==> src/design/mtbr_pkg.sv <==
// Shared types, register codes and the sample scaling function of the
// motion-triggered burst reporter. No dependencies.
`timescale 1ns / 1ps

package mtbr_pkg;

	localparam int unsigned THR_W    = 9;
	localparam int unsigned BLEN_W   = 8;
	localparam int unsigned ACC_W    = 9;
	localparam int unsigned RAW_W    = 16;
	localparam int unsigned TIME_W   = 32;
	localparam int unsigned PADDR_W  = 3;
	localparam int unsigned PDATA_W  = 32;

	localparam logic [THR_W-1:0]  THR_RESET  = 9'd100;
	localparam logic [BLEN_W-1:0] BLEN_RESET = 8'd10;

	// Register index, taken from paddr[2]
	localparam logic REG_THRESHOLD = 1'b0;
	localparam logic REG_BURST_LEN = 1'b1;

	typedef logic signed [ACC_W-1:0] accel_t;

	typedef struct packed {
		logic [THR_W-1:0]  change_threshold;
		logic [BLEN_W-1:0] burst_length;
	} cfg_t;

	typedef struct packed {
		logic              data_ready;
		logic              x_ready;
		logic              y_ready;
		logic              z_ready;
		logic [RAW_W-1:0]  raw_x;
		logic [RAW_W-1:0]  raw_y;
		logic [RAW_W-1:0]  raw_z;
		logic [TIME_W-1:0] event_time;
	} event_t;

	// floor(raw / 4) * 100 / 4096, the division truncated toward zero
	function automatic accel_t scale_raw(input logic [RAW_W-1:0] raw);
		logic signed [13:0] q;
		logic signed [20:0] p;
		logic signed [20:0] b;
		q = 14'($signed(raw) >>> 2);
		p = 21'(q) * 21'sd100;
		b = p[20] ? p + 21'sd4095 : p;
		b = b >>> 12;
		return b[ACC_W-1:0];
	endfunction

endpackage

==> src/design/mtbr_event_if.sv <==
// Input channel of the burst reporter: valid/ready handshake with one
// accelerometer event. Depends on nothing.
`timescale 1ns / 1ps

interface mtbr_event_if;
	logic        valid;
	logic        ready;
	logic        data_ready;
	logic        x_ready;
	logic        y_ready;
	logic        z_ready;
	logic [15:0] raw_x;
	logic [15:0] raw_y;
	logic [15:0] raw_z;
	logic [31:0] event_time;

	modport source (
		output valid, data_ready, x_ready, y_ready, z_ready, raw_x, raw_y, raw_z,
		       event_time,
		input  ready
	);
	modport sink (
		input  valid, data_ready, x_ready, y_ready, z_ready, raw_x, raw_y, raw_z,
		       event_time,
		output ready
	);
endinterface

==> src/design/mtbr_report_if.sv <==
// Output channel of the burst reporter: valid/ready handshake with one
// report. Depends on nothing.
`timescale 1ns / 1ps

interface mtbr_report_if;
	logic              valid;
	logic              ready;
	logic [31:0]       report_time;
	logic signed [8:0] accel_x;
	logic signed [8:0] accel_y;
	logic signed [8:0] accel_z;

	modport source (
		output valid, report_time, accel_x, accel_y, accel_z,
		input  ready
	);
	modport sink (
		input  valid, report_time, accel_x, accel_y, accel_z,
		output ready
	);
endinterface

==> src/design/mtbr_cfg_regs.sv <==
// APB-style configuration registers: change threshold and burst length.
// Depends on mtbr_pkg.
`timescale 1ns / 1ps

module mtbr_cfg_regs (
	input  logic                          clk,
	input  logic                          arst_n,
	input  logic                          psel,
	input  logic                          penable,
	input  logic                          pwrite,
	input  logic [mtbr_pkg::PADDR_W-1:0]  paddr,
	input  logic [mtbr_pkg::PDATA_W-1:0]  pwdata,
	output logic [mtbr_pkg::PDATA_W-1:0]  prdata,
	output logic                          pready,
	output mtbr_pkg::cfg_t                cfg
);

	logic [mtbr_pkg::THR_W-1:0]  threshold_q;
	logic [mtbr_pkg::BLEN_W-1:0] burst_len_q;
	logic                        wr_en;

	assign pready = 1'b1;
	assign wr_en  = psel & penable & pwrite & pready;

	always_ff @(posedge clk or negedge arst_n) begin
		if (!arst_n) begin
			threshold_q <= mtbr_pkg::THR_RESET;
			burst_len_q <= mtbr_pkg::BLEN_RESET;
		end else if (wr_en) begin
			unique case (paddr[2])
				mtbr_pkg::REG_THRESHOLD: threshold_q <= pwdata[mtbr_pkg::THR_W-1:0];
				mtbr_pkg::REG_BURST_LEN: burst_len_q <= pwdata[mtbr_pkg::BLEN_W-1:0];
				default: ;
			endcase
		end
	end

	always_comb begin
		unique case (paddr[2])
			mtbr_pkg::REG_THRESHOLD: prdata = 32'(threshold_q);
			mtbr_pkg::REG_BURST_LEN: prdata = 32'(burst_len_q);
			default:                 prdata = '0;
		endcase
	end

	assign cfg.change_threshold = threshold_q;
	assign cfg.burst_length     = burst_len_q;

endmodule

==> src/design/mtbr_in_stage.sv <==
// Input register stage: captures one event transaction and holds it until
// the evaluation stage takes it. Depends on mtbr_pkg and mtbr_event_if.
`timescale 1ns / 1ps

module mtbr_in_stage (
	input  logic            clk,
	input  logic            arst_n,
	mtbr_event_if.sink      evt,
	input  logic            take,
	output logic            valid_s1,
	output mtbr_pkg::event_t event_s1
);

	logic            valid_q;
	mtbr_pkg::event_t event_q;

	assign evt.ready = !valid_q || take;

	always_ff @(posedge clk or negedge arst_n) begin
		if (!arst_n) begin
			valid_q <= 1'b0;
		end else if (evt.valid && evt.ready) begin
			valid_q <= 1'b1;
		end else if (take) begin
			valid_q <= 1'b0;
		end
	end

	always_ff @(posedge clk) begin
		if (evt.valid && evt.ready) begin
			event_q.data_ready <= evt.data_ready;
			event_q.x_ready    <= evt.x_ready;
			event_q.y_ready    <= evt.y_ready;
			event_q.z_ready    <= evt.z_ready;
			event_q.raw_x      <= evt.raw_x;
			event_q.raw_y      <= evt.raw_y;
			event_q.raw_z      <= evt.raw_z;
			event_q.event_time <= evt.event_time;
		end
	end

	assign valid_s1 = valid_q;
	assign event_s1 = event_q;

	// a held event must not vanish while the next stage is blocked
	a_hold_stalled: assert property (@(posedge clk) disable iff (!arst_n)
		valid_q && !take |=> valid_q)
		else $error("input stage dropped a stalled event");

endmodule

==> src/design/mtbr_core.sv <==
// Evaluation stage: scales new samples, updates axis state, runs the
// idle/burst control and loads the report register. Depends on mtbr_pkg
// and mtbr_report_if.
`timescale 1ns / 1ps

module mtbr_core (
	input  logic             clk,
	input  logic             arst_n,
	input  mtbr_pkg::cfg_t   cfg,
	input  logic             valid_s1,
	input  mtbr_pkg::event_t event_s1,
	output logic             take,
	mtbr_report_if.source    rpt
);

	mtbr_pkg::accel_t cur_x_q, cur_y_q, cur_z_q;
	mtbr_pkg::accel_t prev_x_q, prev_y_q, prev_z_q;
	mtbr_pkg::accel_t cur_x_d, cur_y_d, cur_z_d;
	mtbr_pkg::accel_t prev_x_d, prev_y_d, prev_z_d;
	logic             bursting_q;
	logic [7:0]       sent_q;
	logic [7:0]       sent_inc;
	logic             burst_done;
	logic             moved_any;
	logic             emit;
	logic             out_valid_q;
	logic [31:0]      time_q;
	mtbr_pkg::accel_t out_x_q, out_y_q, out_z_q;
	logic             upd_x, upd_y, upd_z;

	function automatic logic moved(input mtbr_pkg::accel_t now,
		input mtbr_pkg::accel_t was, input logic [8:0] thr);
		logic signed [9:0] d;
		logic [9:0]        mag;
		d   = 10'(now) - 10'(was);
		mag = d[9] ? 10'(-d) : 10'(d);
		return mag > {1'b0, thr};
	endfunction

	assign take = valid_s1 && (!out_valid_q || rpt.ready);

	assign upd_x = event_s1.data_ready & event_s1.x_ready;
	assign upd_y = event_s1.data_ready & event_s1.y_ready;
	assign upd_z = event_s1.data_ready & event_s1.z_ready;

	always_comb begin
		cur_x_d  = upd_x ? mtbr_pkg::scale_raw(event_s1.raw_x) : cur_x_q;
		cur_y_d  = upd_y ? mtbr_pkg::scale_raw(event_s1.raw_y) : cur_y_q;
		cur_z_d  = upd_z ? mtbr_pkg::scale_raw(event_s1.raw_z) : cur_z_q;
		prev_x_d = upd_x ? cur_x_q : prev_x_q;
		prev_y_d = upd_y ? cur_y_q : prev_y_q;
		prev_z_d = upd_z ? cur_z_q : prev_z_q;
	end

	assign moved_any = moved(cur_x_d, prev_x_d, cfg.change_threshold)
	                 | moved(cur_y_d, prev_y_d, cfg.change_threshold)
	                 | moved(cur_z_d, prev_z_d, cfg.change_threshold);

	assign emit     = bursting_q || moved_any;
	assign sent_inc = sent_q + 8'd1;
	// sent >= length - 2, with a length of zero ending at once
	assign burst_done = ({1'b0, sent_inc} + 9'd1) >= {1'b0, cfg.burst_length};

	always_ff @(posedge clk or negedge arst_n) begin
		if (!arst_n) begin
			cur_x_q    <= '0;
			cur_y_q    <= '0;
			cur_z_q    <= '0;
			prev_x_q   <= '0;
			prev_y_q   <= '0;
			prev_z_q   <= '0;
			bursting_q <= 1'b0;
			sent_q     <= '0;
		end else if (take) begin
			cur_x_q  <= cur_x_d;
			cur_y_q  <= cur_y_d;
			cur_z_q  <= cur_z_d;
			prev_x_q <= prev_x_d;
			prev_y_q <= prev_y_d;
			prev_z_q <= prev_z_d;
			if (!bursting_q) begin
				if (moved_any) begin
					bursting_q <= 1'b1;
					sent_q     <= '0;
				end
			end else begin
				sent_q <= sent_inc;
				if (burst_done) begin
					bursting_q <= 1'b0;
				end
			end
		end
	end

	always_ff @(posedge clk or negedge arst_n) begin
		if (!arst_n) begin
			out_valid_q <= 1'b0;
		end else if (take && emit) begin
			out_valid_q <= 1'b1;
		end else if (rpt.ready) begin
			out_valid_q <= 1'b0;
		end
	end

	always_ff @(posedge clk) begin
		if (take && emit) begin
			time_q  <= event_s1.event_time;
			out_x_q <= cur_x_d;
			out_y_q <= cur_y_d;
			out_z_q <= cur_z_d;
		end
	end

	assign rpt.valid       = out_valid_q;
	assign rpt.report_time = time_q;
	assign rpt.accel_x     = out_x_q;
	assign rpt.accel_y     = out_y_q;
	assign rpt.accel_z     = out_z_q;

	a_start_burst: assert property (@(posedge clk) disable iff (!arst_n)
		take && !bursting_q && moved_any |=> bursting_q)
		else $error("motion seen in idle did not start a burst");

	a_emit_loads: assert property (@(posedge clk) disable iff (!arst_n)
		take && emit |=> out_valid_q)
		else $error("report lost on its way to the output register");

	a_burst_end: assert property (@(posedge clk) disable iff (!arst_n)
		$fell(bursting_q) |-> $past(take))
		else $error("burst ended without an event");

endmodule

==> src/design/motion_triggered_burst_reporter_top.sv <==
// Flow: an accepted event is registered in the input stage; the evaluation stage
// takes it when the report register is free or read, and loads any report there.
// Throughput: one event per cycle; the single evaluation stage closes the axis and
// burst state loop every cycle, so the rate is bounded only by report back-pressure.
// Reset (arst_n low, asynchronous): axis values, burst state and both stages clear;
// threshold returns to 100 and burst length to 10.
`timescale 1ns / 1ps

module motion_triggered_burst_reporter_top (
	input  logic        clk,
	input  logic        arst_n,
	mtbr_event_if.sink  evt,
	mtbr_report_if.source rpt,
	input  logic        psel,
	input  logic        penable,
	input  logic        pwrite,
	input  logic [2:0]  paddr,
	input  logic [31:0] pwdata,
	output logic [31:0] prdata,
	output logic        pready
);

	mtbr_pkg::cfg_t   cfg;
	logic             take;
	logic             valid_s1;
	mtbr_pkg::event_t event_s1;

	mtbr_cfg_regs u_cfg (
		.clk     (clk),
		.arst_n  (arst_n),
		.psel    (psel),
		.penable (penable),
		.pwrite  (pwrite),
		.paddr   (paddr),
		.pwdata  (pwdata),
		.prdata  (prdata),
		.pready  (pready),
		.cfg     (cfg)
	);

	mtbr_in_stage u_in (
		.clk      (clk),
		.arst_n   (arst_n),
		.evt      (evt),
		.take     (take),
		.valid_s1 (valid_s1),
		.event_s1 (event_s1)
	);

	mtbr_core u_core (
		.clk      (clk),
		.arst_n   (arst_n),
		.cfg      (cfg),
		.valid_s1 (valid_s1),
		.event_s1 (event_s1),
		.take     (take),
		.rpt      (rpt)
	);

endmodule
==> src/flat_wrapper.sv <==
// flat-port wrapper written by rule: the top's interface ports become plain ports
module motion_triggered_burst_reporter_top_flat 
  (clk, arst_n, psel, penable, pwrite, paddr, pwdata, prdata, pready, evt_valid, evt_data_ready, evt_x_ready, evt_y_ready, evt_z_ready, evt_raw_x, evt_raw_y, evt_raw_z, evt_event_time, evt_ready, rpt_valid, rpt_report_time, rpt_accel_x, rpt_accel_y, rpt_accel_z, rpt_ready);
  mtbr_event_if evt_i ();
  mtbr_report_if rpt_i ();
  input  logic clk;
  input  logic arst_n;
  input  logic psel;
  input  logic penable;
  input  logic pwrite;
  input  logic [2:0] paddr;
  input  logic [31:0] pwdata;
  output logic [31:0] prdata;
  output logic pready;
  input wire logic [$bits(evt_i.valid)-1:0] evt_valid;
  input wire logic [$bits(evt_i.data_ready)-1:0] evt_data_ready;
  input wire logic [$bits(evt_i.x_ready)-1:0] evt_x_ready;
  input wire logic [$bits(evt_i.y_ready)-1:0] evt_y_ready;
  input wire logic [$bits(evt_i.z_ready)-1:0] evt_z_ready;
  input wire logic [$bits(evt_i.raw_x)-1:0] evt_raw_x;
  input wire logic [$bits(evt_i.raw_y)-1:0] evt_raw_y;
  input wire logic [$bits(evt_i.raw_z)-1:0] evt_raw_z;
  input wire logic [$bits(evt_i.event_time)-1:0] evt_event_time;
  output wire logic [$bits(evt_i.ready)-1:0] evt_ready;
  output wire logic [$bits(rpt_i.valid)-1:0] rpt_valid;
  output wire logic [$bits(rpt_i.report_time)-1:0] rpt_report_time;
  output wire logic [$bits(rpt_i.accel_x)-1:0] rpt_accel_x;
  output wire logic [$bits(rpt_i.accel_y)-1:0] rpt_accel_y;
  output wire logic [$bits(rpt_i.accel_z)-1:0] rpt_accel_z;
  input wire logic [$bits(rpt_i.ready)-1:0] rpt_ready;
  assign evt_i.valid = evt_valid;
  assign evt_i.data_ready = evt_data_ready;
  assign evt_i.x_ready = evt_x_ready;
  assign evt_i.y_ready = evt_y_ready;
  assign evt_i.z_ready = evt_z_ready;
  assign evt_i.raw_x = evt_raw_x;
  assign evt_i.raw_y = evt_raw_y;
  assign evt_i.raw_z = evt_raw_z;
  assign evt_i.event_time = evt_event_time;
  assign evt_ready = evt_i.ready;
  assign rpt_valid = rpt_i.valid;
  assign rpt_report_time = rpt_i.report_time;
  assign rpt_accel_x = rpt_i.accel_x;
  assign rpt_accel_y = rpt_i.accel_y;
  assign rpt_accel_z = rpt_i.accel_z;
  assign rpt_i.ready = rpt_ready;
  motion_triggered_burst_reporter_top u_core (.clk(clk), .arst_n(arst_n), .evt(evt_i), .rpt(rpt_i), .psel(psel), .penable(penable), .pwrite(pwrite), .paddr(paddr), .pwdata(pwdata), .prdata(prdata), .pready(pready));
endmodule
==> config.mk <==
export PLATFORM = sky130hd
export DESIGN_NAME = motion_triggered_burst_reporter_top_flat
export DESIGN_NICKNAME = d
export VERILOG_FILES = /design/src/design/mtbr_pkg.sv /design/src/design/mtbr_event_if.sv /design/src/design/mtbr_report_if.sv /design/src/design/mtbr_cfg_regs.sv /design/src/design/mtbr_in_stage.sv /design/src/design/mtbr_core.sv /design/src/design/motion_triggered_burst_reporter_top.sv /design/src/flat_wrapper.sv
export SDC_FILE = /design/constraint.sdc
export NUM_CORES = 1
export LEC_CHECK = 0
export BUFFER_PORTS_ARGS = -buffer_cell sky130_fd_sc_hd__buf_2
export CAP_MARGIN = 20
export CORE_MARGIN = 2
export CORE_UTILIZATION = 45
export CTS_BUF_LIST = sky130_fd_sc_hd__clkbuf_2 sky130_fd_sc_hd__clkbuf_4 sky130_fd_sc_hd__clkbuf_8
export DETAILED_ROUTE_END_ITERATION = 16
export GPL_TIMING_DRIVEN = 0
export MAX_ROUTING_LAYER = met4
export PLACE_DENSITY = 0.67
export SLEW_MARGIN = 40
export SYNTH_ARGS = -nofsm -noshare
export SYNTH_HDL_FRONTEND = slang
export SYNTH_HIERARCHICAL = 1
export SYNTH_SLANG_ARGS = --single-unit
==> constraint.sdc <==
create_clock -name clk -period 7.71 [get_ports clk]
set_input_delay 0.3855 -clock clk [delete_from_list [all_inputs] [get_ports clk]]
set_output_delay 0.3855 -clock clk [all_outputs]
set_load 0.01 [all_outputs]
After elaboration in Yosys (flattened, before gate mapping) --
Index checks and enable logic that the tools add are counted.
Storage, ports and cells: bits of input ports 126, output and inout port bits 94, bits in registers 225, logic and storage cells 86
Cells by class: bitwise gates (word level) 8, mux-type cells 22, reduce and logical (&&, ||, !) cells 14, add/subtract/negate cells 11, magnitude comparators 4, multiply operators 3
Operators with widths (number):
- $pmux 32 s2 | 1
- $add 21x13->21 const B | 3
- $mux 21 | 3
- $mul 14x6->19 const B | 3
- $mux 9 | 6
- $gt 10x9->1 | 3
- $mux 10 | 3
- $neg 10->10 | 3
- $sub 9x9->10 | 3
- $mux 8 | 2
- $add 8x1->9 const B | 1
- $ge 9x8->1 | 1
- $add 8x1->8 const B | 1
- $mux 1 | 7
- $reduce_and 2->1 | 3
- $reduce_bool 2->1 | 3
- $and 1x1->1 | 5
- $logic_and 1x1->1 | 3
- $logic_or 1x1->1 | 3
- $logic_not 1->1 | 2
- $or 1x1->1 | 2
- $not 1->1 | 1

Depth between registers and ports, before layout --
Gate-level depths: netlist of the first run.
depth in word-level cells 13, gate-level depth with buffers 33

Hierarchy --
Netlist of the first run, hierarchy kept.
Modules (own cells, without submodules):
- mtbr_core | area an instance 12324.3 um2, times used 1, cells an instance 1289
- mtbr_in_stage | area an instance 2576.2 um2, times used 1, cells an instance 88
- mtbr_cfg_regs | area an instance 964.7 um2, times used 1, cells an instance 72

Least setup slack after synthesis of the first run --
No wires, ideal clock.
kind reg-to-reg, start point register u_core.u_in.event_q (netlist bit u_core/u_in/event_s1[51]), end point register u_core.u_core.out_x_q[0] (netlist: u_core/u_core/rpt.accel_x[0]), enable pin, path slack -611 ps, period minus slack after synthesis 8321 ps, stages on the path, launching flop included 31, setup time 478 ps, arrival time 7843 ps, data required time 7232 ps, path through edfxtp_1 inv_1 ha_1 fa_1 ha_1 ha_1 inv_1 fa_1 or4b_2 nor3_1 o211a_1 o211ai_1 o2111ai_1 a2111o_1 xor2_1 o21ai_0 ha_1 or4_1 o22a_1 a221o_1 buf_2 nor2_1 xor2_1 ha_1 o21a_1 o211ai_1 a31oi_1 a2111oi_0 o22ai_1 a2111oi_1 a31oi_4
Between the ends: word-level cells in the longest chain between the ends 12
Ends and longest elaborated chain:
- start, declared | line mtbr_in_stage.sv:15 | mtbr_pkg::event_t event_q;
- $mul 14x6->19 (*) | line mtbr_pkg.sv:46 | p = 21'(q) * 21'sd100;
- $add 21x13->21 | line mtbr_pkg.sv:47 | b = p[20] ? p + 21'sd4095 : p;
- $mux 21 (*) | line mtbr_pkg.sv:47
- $mux 9 (*) | line mtbr_core.sv:48 | cur_y_d = upd_y ? mtbr_pkg::scale_raw(event_s1.raw_y) : cur_y_q;
- via u_core.u_core.cur_y_d[5] | line mtbr_core.sv:18 | mtbr_pkg::accel_t cur_x_d, cur_y_d, cur_z_d;
- $sub 9x9->10 (*) | line mtbr_core.sv:35 | d = 10'(now) - 10'(was);
- $neg 10->10 | line mtbr_core.sv:36 | mag = d[9] ? 10'(-d) : 10'(d);
- $mux 10 (*) | line mtbr_core.sv:36
- $gt 10x9->1 (*) | line mtbr_core.sv:37 | return mag > {1'b0, thr};
- $or 1x1->1 (*) | line mtbr_core.sv:56 | | moved(cur_y_d, prev_y_d, cfg.change_threshold)
- $or 1x1->1 (*) | line mtbr_core.sv:57 | | moved(cur_z_d, prev_z_d, cfg.change_threshold);
- $logic_or 1x1->1 (*) | line mtbr_core.sv:59 | assign emit = bursting_q || moved_any;
- $logic_and 1x1->1 (*) | line mtbr_core.sv:106 | if (take && emit) begin
- end signal, assigned | line mtbr_core.sv:108 | out_x_q <= cur_x_d;
- end, declared | line mtbr_core.sv:28 | mtbr_pkg::accel_t out_x_q, out_y_q, out_z_q;
Mark *: on every way through the listed nets, which the timed path passes. The rest lies on a longest branch. A chain may end at the register's enable or synchronous reset.

Worst setup path after layout of the first run --
start point register u_core.u_in.event_q (netlist bit u_core/u_in/event_s1[52]), end point register u_core.u_core.time_q[2] (netlist: u_core/u_core/rpt.report_time[2]), enable pin
Between the ends: word-level cells in the longest chain between the ends 12
Ends and longest elaborated chain:
- $mul 14x6->19 (*) | line mtbr_pkg.sv:46
- $add 21x13->21 | line mtbr_pkg.sv:47
- $mux 21 (*) | line mtbr_pkg.sv:47
- $mux 9 (*) | line mtbr_core.sv:48
- via u_core.u_core.cur_y_d[5] | line mtbr_core.sv:18
- $sub 9x9->10 (*) | line mtbr_core.sv:35
- $neg 10->10 | line mtbr_core.sv:36
- $mux 10 (*) | line mtbr_core.sv:36
- $gt 10x9->1 (*) | line mtbr_core.sv:37
- $or 1x1->1 (*) | line mtbr_core.sv:56
- $or 1x1->1 (*) | line mtbr_core.sv:57
- $logic_or 1x1->1 (*) | line mtbr_core.sv:59
- $logic_and 1x1->1 (*) | line mtbr_core.sv:106
- end signal, assigned | line mtbr_core.sv:107 | time_q <= event_s1.event_time;
- end, declared | line mtbr_core.sv:27 | logic [31:0] time_q;
Marks and branches as above.

==> results of run 1 <==
## layout make-up
| type | count | area share, % |
|---|---|---|
| multi-input combinational | 1108 | 47.69 |
| sequential | 219 | 31.07 |
| timing repair buffer | 296 | 10.97 |
| clock buffer | 57 | 3.540 |
| tap | 455 | 2.866 |
| buffer | 53 | 1.776 |
| inverter | 84 | 1.587 |
| clock inverter | 14 | 0.5039 |
## what timing repair did
action                                  in CTS  in global routing
resized for setup                           31                 52
gates cloned                                 1                  1
hold endpoints to repair                   120                  0
buffers inserted                            35                 11
hold buffers                                80                  0
pin swaps                                   17                 16
endpoints found under the setup margin      69                 69
## worst min path at each step
stage                                                   to  slack, ns  cells after the start
6_report           u_core/u_cfg/threshold_q[8]$_DFFE_PN0P_       0.07                      2
5_1_grt            u_core/u_cfg/threshold_q[3]$_DFFE_PN0P_       0.03                      2
2_1_floorplan      u_core/u_cfg/burst_len_q[0]$_DFFE_PN0P_       0.09                      0
4_1_cts            u_core/u_cfg/threshold_q[8]$_DFFE_PN0P_       0.02                      2
3_5_place_dp          u_core/u_core/cur_x_q[6]$_DFFE_PN0P_       0.32                      1
3_3_place_gp   u_core/u_core/rpt.report_time[30]$_DFFE_PP_       0.40                      0
## worst max-delay path: cells and delay by family, from the launching register on
kind,cells,cell delay [ns]
AND/OR/NAND/NOR,5,1.37
adder cells (fa/ha/maj),7,2.13
buffers and inverters,7,0.88
AO/OA/AOI/OAI,14,2.77
XOR/XNOR,1,0.20
flip-flops,1,0.45
## through the flow
stage	setup TNS, ns	setup WS, ns	hold WS [ns]	std cells
2_1_floorplan	-8.387	-0.1343	0.08991	1465
3_3_place_gp	-115.71	-1.785	0.4004	2084
3_5_place_dp	-55.39	-1.007	0.3244	2091
5_1_grt	-36.38	-0.6102	0.03416	2286
4_1_cts	-18.18	-0.3527	0.02326	2276
6_report	-19.75	-0.3684	0.07208	2286
## per-layer routing
metal,GRT usage [%],up-vias
met5,-,-
met4,6.917,0
met3,3.828,69
met2,34.77,219
met1,25.16,5766
li1,-,6016
## cell usage in the layout, fill, tap and decap left out, types with 17 or more instances in the layout
master	instances
clkbuf_8	46
o21ai_0	71
dlygate4sd3_1	81
nor2_1	61
mux2i_1	31
mux2_2	43
ha_1	187
dfrtp_1	77
fa_1	38
nor3_1	19
edfxtp_1	137
a21oi_1	46
nand2_1	119
clkbuf_1	20
xor2_1	31
buf_4	64
xnor2_1	47
inv_1	78
o21a_1	20
o211ai_1	18
conb_1	24
nand3_1	34
buf_2	163
nor2b_1	17
a31oi_1	19
==> metrics.txt, run 1 <==
Slowest-stage cell, CP=fa_2; f_max=around 120 MHz; Die Ht=between 150 and 200 um; min-delay src=pwdata[8]; critical path required time=between 8 and 9 ns; pin count of the biggest net entering global routing=43; GRT overflow=0; final WL=36100 um; HP Class=in2reg; RSZ-0062 raised after global routing=true; YS warnings=6; Largest register FFs=78; # setup viols final=slightly below 70; Worst Skew=between 0.03 and 0.04 ns; Die X=between 150 and 200 um; initial core utilization=between 40 and 50%; Final min period=8.078 ns; clk slew on worst S/H paths=0.06 ns; cell count after synthesis=~1400; port bufs=164; Root Driver=clkbuf_8; worst r2r dst=u_core/u_core/rpt.report_time[2]$_DFFE_PP_; Area after DPL=around 17000 um^2; Crit. End Element=register; detailed-route DRC error count=0; worst r2r path cells=34; crit path kind=reg2reg; antenna violations before repair=0; layout cell share with drive strength beyond 1=25.18%; die area=between 30000 and 40000 um^2; Net count, final=between 2000 and 2500; status=finished with violations; Top Metal Used=met4; CP arrival=between 8 and 9 ns; Mapped Area=15690 um^2; crit path to=u_core/u_core/rpt.report_time[2]$_DFFE_PP_; total CTS buffers=39; DR vias/cell=~5.3; area occupied by registers=approximately 6200 um^2; DR WL met3=~1400 um; FILL cells=roughly 2900; Detail Route Antenna Nets=0; clk_lat worst skew=approximately 0.59 ns; n_diodes=0; Pre-Repair DR Iteration Count=6; routed wl met2=around 18000 um; area occupied by multi-input gates=approximately 9500 um^2; final hold violations=0; WL/cell=15.79 um; post-DP HPWL=26310 um; num rows=68; GP Congestion=a little under 0.9; H-Tree Depth=2; met1 wire length=approximately 16000 um; DR vias=12070; 1st-iter DRT viols=roughly 530; Max-slew headroom=between 40 and 50%; max incr delay on CP=0.51 ns; CTS tree=done; fin. max-slew vios=0; worst-margin pin slew=around 0.8 ns; Area Overhead vs Synth=26.64%; reg2reg start=u_core/u_in/event_s1[52]$_DFFE_PP_; Tcrit/Tclk final=104.8%; start point of the critical path=u_core/u_in/event_s1[52]$_DFFE_PP_; CTS max path bufs=3; final core area utilization=roughly 58%; Core Box Area=about 34000 um^2; startpoint types=register; failing checks=setup timing; total global-route track usage=between 20 and 25%; clock sinks=219; Max FO, Critical Path=8; global-route wire length before repair=between 50000 and 60000 um; reg2reg setup slack=-0.37 ns; final instance area=about 20000 um^2; Syn Area/Cell=around 11 um^2; I/O pin count=between 200 and 250; slack of the critical path=-0.3684 ns; Max-Cap Viols=0; vias in the first global route=about 12000
Power of run 1 is not shown: default switching activity piles up to over one toggle a cycle in this logic, so the estimate is an artifact.
==> run 2: changes to the inputs <==
CELL_PAD_IN_SITES_DETAIL_PLACEMENT = 0   (was unset)
CELL_PAD_IN_SITES_GLOBAL_PLACEMENT = 1   (was unset)
CORE_UTILIZATION = 43   (was 45)
PLACE_DENSITY = unset   (was 0.67)
PLACE_DENSITY_LB_ADDON = 0.1   (was unset)
==> metrics.txt, run 2 (synthesis results as in run 1) <==
Pre-Repair DR Iteration Count=5; detailed-route DRC error count=0; total CTS buffers=43; clk_lat worst skew=approximately 0.6 ns; fin. max-slew vios=0; port bufs=approximately 160; Max FO, Critical Path=7; Die X=roughly 190 um; Die Ht=about 200 um; GP Congestion=roughly 0.84; hold_ws=0.05014 ns; reg2reg start=u_core/u_in/event_s1[52]$_DFFE_PP_; CP arrival=approximately 8.5 ns; Core Box Area=between 30000 and 40000 um^2; Root Driver=clkbuf_8; # setup viols final=68; f_max=~120 MHz; initial core utilization=43.88%; n_diodes=0; crit path to=u_core/u_core/rpt.report_time[4]$_DFFE_PP_; I/O pin count=220; GRT overflow=0; global-route wire length before repair=61330 um; DR vias=between 10000 and 15000; start point of the critical path=u_core/u_in/event_s1[52]$_DFFE_PP_; final instance area=~20000 um^2; Area Overhead vs Synth=27.59%; clock sinks=around 220; most common cell after layout, fill and taps aside=ha_1; routed wl met2=approximately 18000 um; Tcrit/Tclk final=105.6%; startpoint types=register; worst r2r dst=u_core/u_core/rpt.report_time[4]$_DFFE_PP_; DR WL met3=1373 um; final hold violations=0; max incr delay on CP=between 0.5 and 0.6 ns; final WL=~38000 um; num rows=~70; post-DP HPWL=around 28000 um; critical path required time=between 8 and 9 ns; layout cell share with drive strength beyond 1=24.76%; 1st-iter DRT viols=between 500 and 600; die area=between 30000 and 40000 um^2; final core area utilization=between 50 and 60%; HP Class=in2reg; worst r2r path cells=33; vias in the first global route=approximately 12000; total global-route track usage=20.58%; failing checks=setup timing; CTS max path bufs=3; worst-margin pin slew=~0.77 ns; Net count, final=approximately 2200; CTS tree=done; crit path kind=reg2reg; Max-Cap Viols=0; Setup WS pre-CTS=-0.9147 ns; reg2reg setup slack=-0.43 ns; Slowest-stage cell, CP=or4_1; slack of the critical path=-0.4280 ns; Largest register FFs=78; clk slew on worst S/H paths=approximately 0.06 ns; Detail Route Antenna Nets=0; Worst Skew=about 0.018 ns; commonest non-fill, non-tap cells in the layout=ha_1, buf_2, edfxtp_1, nand2_1, dlygate4sd3_1; Area after DPL=~18000 um^2; antenna violations before repair=0; DR vias/cell=5.207; Final min period=around 8 ns; Crit. End Element=register; H-Tree Depth=2; status=finished with violations; Max-slew headroom=between 40% and 50%; Top Metal Used=met4; pin count of the biggest net entering global routing=44; RSZ-0062 raised after global routing=true; met1 wire length=around 18000 um; WL/cell=~16 um
==> run 2: cell count changes in the layout (fill, tap and decap cells not counted), moves of 3 or more <==
cell           before  now
clkinv_2            8    3
buf_4              64   60
clkbuf_4           13   16
a21oi_2             2    5
clkbuf_8           46   56
dlygate4sd3_1      81   89
clkinv_1            3    0
==> run 2: worst min path at each step <==
| stage | startpoint | endpoint | cells after the start |
|---|---|---|---|
| 3_5_place_dp | arst_n | u_core/u_core/prev_x_q[3]$_DFFE_PN0P_ | 1 |
| 4_1_cts | pwdata[6] | u_core/u_cfg/burst_len_q[6]$_DFFE_PN0P_ | 2 |
| 6_report | pwdata[6] | u_core/u_cfg/burst_len_q[6]$_DFFE_PN0P_ | 2 |
| 5_1_grt | pwdata[6] | u_core/u_cfg/threshold_q[6]$_DFFE_PN1P_ | 2 |
| 2_1_floorplan | arst_n | u_core/u_cfg/burst_len_q[0]$_DFFE_PN0P_ | 0 |
| 3_3_place_gp | u_core/u_in/event_s1[0]$_DFFE_PP_ | u_core/u_core/rpt.report_time[0]$_DFFE_PP_ | 0 |
==> run 2: through the flow <==
stage	TNS, ns	cells
floorplan	-8.387	1465
global placement	-124.57	2090
detailed placement	-47.62	2098
CTS	-22.80	2292
global route	-44.95	2307
finish	-22.87	2307
==> run 2: repair_timing <==
action	CTS	global route
gates cloned	0	5
gates resized for setup	26	34
pin swaps	16	12
hold buffers	88	0
endpoints found under the hold margin	132	0
setup buffers	27	13
endpoints found under the setup margin	69	69
==> run 2: worst max-delay path, delay by kind of cell (launching register included) <==
kind | cells | cell delay [ns]
AO/OA/AOI/OAI | 13 | 3.10
XOR/XNOR | 1 | 0.17
adder cells (fa/ha/maj) | 7 | 1.99
buffers and inverters | 7 | 0.91
flip-flops | 1 | 0.44
AND/OR/NAND/NOR | 5 | 1.26
==> run 2: layout make-up <==
| class | count | area (um^2) |
|---|---|---|
| Fill cell | 3206 | 15730 |
| Buffer | 53 | 352.8 |
| Timing Repair Buffer | 301 | 2245 |
| Clock buffer | 70 | 863.3 |
| Inverter | 84 | 315.3 |
| Tap cell | 461 | 576.8 |
| Clock inverter | 10 | 120.1 |
| Multi-Input combinational cell | 1109 | 9368 |
| Sequential cell | 219 | 6172 |
==> run 2: layer usage <==
layer | track usage (%) | vias to the layer above
li1 | - | 6039
met1 | 26.52 | 5694
met2 | 33.77 | 231
met3 | 2.936 | 48
met4 | 6.220 | 0
met5 | - | -
Power of run 2 is left out for the same reason.
==> run 3: changes to the inputs <==
CORE_ASPECT_RATIO = 1.75   (was unset)
==> metrics.txt, run 3 (synthesis results as in run 1) <==
port bufs=between 150 and 200; crit path kind=reg2reg; clk_lat worst skew=roughly 0.6 ns; DR vias/cell=5.293; final WL=38840 um; initial core utilization=between 40% and 50%; detailed-route DRC error count=0; most common cell after layout, fill and taps aside=ha_1; total CTS buffers=37; slack of the critical path=-0.4468 ns; Setup WS pre-CTS=-1.036 ns; Detail Route Antenna Nets=0; total global-route track usage=roughly a fifth; GP Congestion=roughly 0.85; Die X=148.4 um; Largest register FFs=a little under 80; 1st-iter DRT viols=356; RSZ-0062 raised after global routing=true; final core area utilization=between 50% and 60%; Die Ht=256.7 um; die area=~38000 um^2; layout cell share with drive strength beyond 1=23.49%; vias in the first global route=12468; reg2reg start=u_core/u_in/event_s1[52]$_DFFE_PP_; clk slew on worst S/H paths=0.06 ns; fin. max-slew vios=0; DR vias=approximately 12000; Worst Skew=~0.05 ns; worst-margin pin slew=0.8041 ns; WL/cell=around 17 um; post-DP HPWL=29540 um; f_max=~120 MHz; num rows=92; commonest non-fill, non-tap cells in the layout=ha_1, buf_2, edfxtp_1, nand2_1, dlygate4sd3_1; Root Driver=clkbuf_8; startpoint types=register; H-Tree Depth=2; Max FO, Critical Path=16; global-route wire length before repair=just over 60000 um; Max-Cap Viols=0; Final min period=about 8.2 ns; status=finished with violations; GR Util met2=39.17%; Max-slew headroom=a little under half; failing checks=setup timing; CTS tree=done; GRT overflow=0; max incr delay on CP=between 0.5 and 0.6 ns; clock sinks=219; min-delay src=evt_x_ready; # setup viols final=between 60 and 70; met1 usage=between 20% and 30%; CP arrival=8.46 ns; final hold violations=0; Core Box Area=approximately 36000 um^2; dpl cells=about 2100; Tcrit/Tclk final=105.8%; CTS max path bufs=3; critical path required time=~8.0 ns; met3 Use GR=3.861%; CP dominant cell by count=o211ai_1; Pre-Repair DR Iteration Count=4; Net count, final=2141; GR peak layer=met2; pin count of the biggest net entering global routing=44; fin cells=roughly 2300; HP Class=in2reg; Area Overhead vs Synth=25.57%; Slowest-stage cell, CP=fa_2; start point of the critical path=u_core/u_in/event_s1[52]$_DFFE_PP_; Crit. End Element=register; antenna violations before repair=1; I/O pin count=220
[run 3: cell count changes in the layout (fill, tap and decap cells not counted), sizes merged]
cell and delta:
clkinv +8, buf -20, clkinvlp -1, bufinv +1, clkbuf -21, dlygate4sd3 -7, diode +1, a21oi -1
[run 3: critical path: cells and delay by family, from the launching register on]
family / cells / cell delay, ns
DFF: 1 / 0.43
AOI/OAI and AO/OA: 14 / 2.83
and+or+nand+nor: 5 / 1.40
xor gates and xnor gates: 1 / 0.26
adders and majority gates: 7 / 2.17
buffers and inverters: 6 / 0.77
[run 3: per-layer routing]
metal	vias up	share of wire, %
li1	5976	-
met1	5711	37
met2	278	54
met3	82	4.8
met4	0	4.0
met5	-	0
[run 3: final timing paths]
kind / end / slack (ns) / cells past startpoint
min in group asynchronous: u_core/u_core/cur_x_q[7]$_DFFE_PN0P_ / 0.30 / 2
hold / removal: u_core/u_in/event_s1[82]$_DFFE_PP_ / 0.04 / 1
setup / recovery: u_core/u_core/rpt.report_time[20]$_DFFE_PP_ / -0.45 / 33
max in group asynchronous: u_core/u_cfg/burst_len_q[1]$_DFFE_PN1P_ / 6.80 / 3
setup reg to reg: u_core/u_core/rpt.report_time[20]$_DFFE_PP_ / -0.45 / 33
hold reg to reg: u_core/u_core/rpt.report_time[3]$_DFFE_PP_ / 0.41 / 0
[run 3: repair_timing]
action / CTS / global route
hold buffers: 81 / 0
cloned: 2 / 2
endpoints found under the hold margin: 119 / 0
endpoints found under the setup margin: 69 / 69
pin swaps: 18 / 28
buffers inserted: 16 / 5
resized for setup: 29 / 38
[run 3: area by class of cell]
cell class	instances	area (um^2)
inverters	84	315.3
flip-flops and latches	219	6172
clock buffers	50	631.9
repair buffers	273	2054
fillers	3203	16330
well taps	470	588.1
plain buffers	53	352.8
multi-input cells	1108	9408
diodes	1	2.502
clock inverters	18	170.2
[run 3: through the flow]
stage          area [um^2]  hold WS [ns]  setup TNS, ns
6_report             19700       0.03913         -27.68
5_1_grt              19700       0.01177         -51.35
4_1_cts              19400     0.0001558         -25.18
3_5_place_dp         17520        0.3206         -53.69
3_3_place_gp         17350        0.4002        -134.07
2_1_floorplan        15940       0.08991         -8.387
Power of run 3 is left out for the same reason.
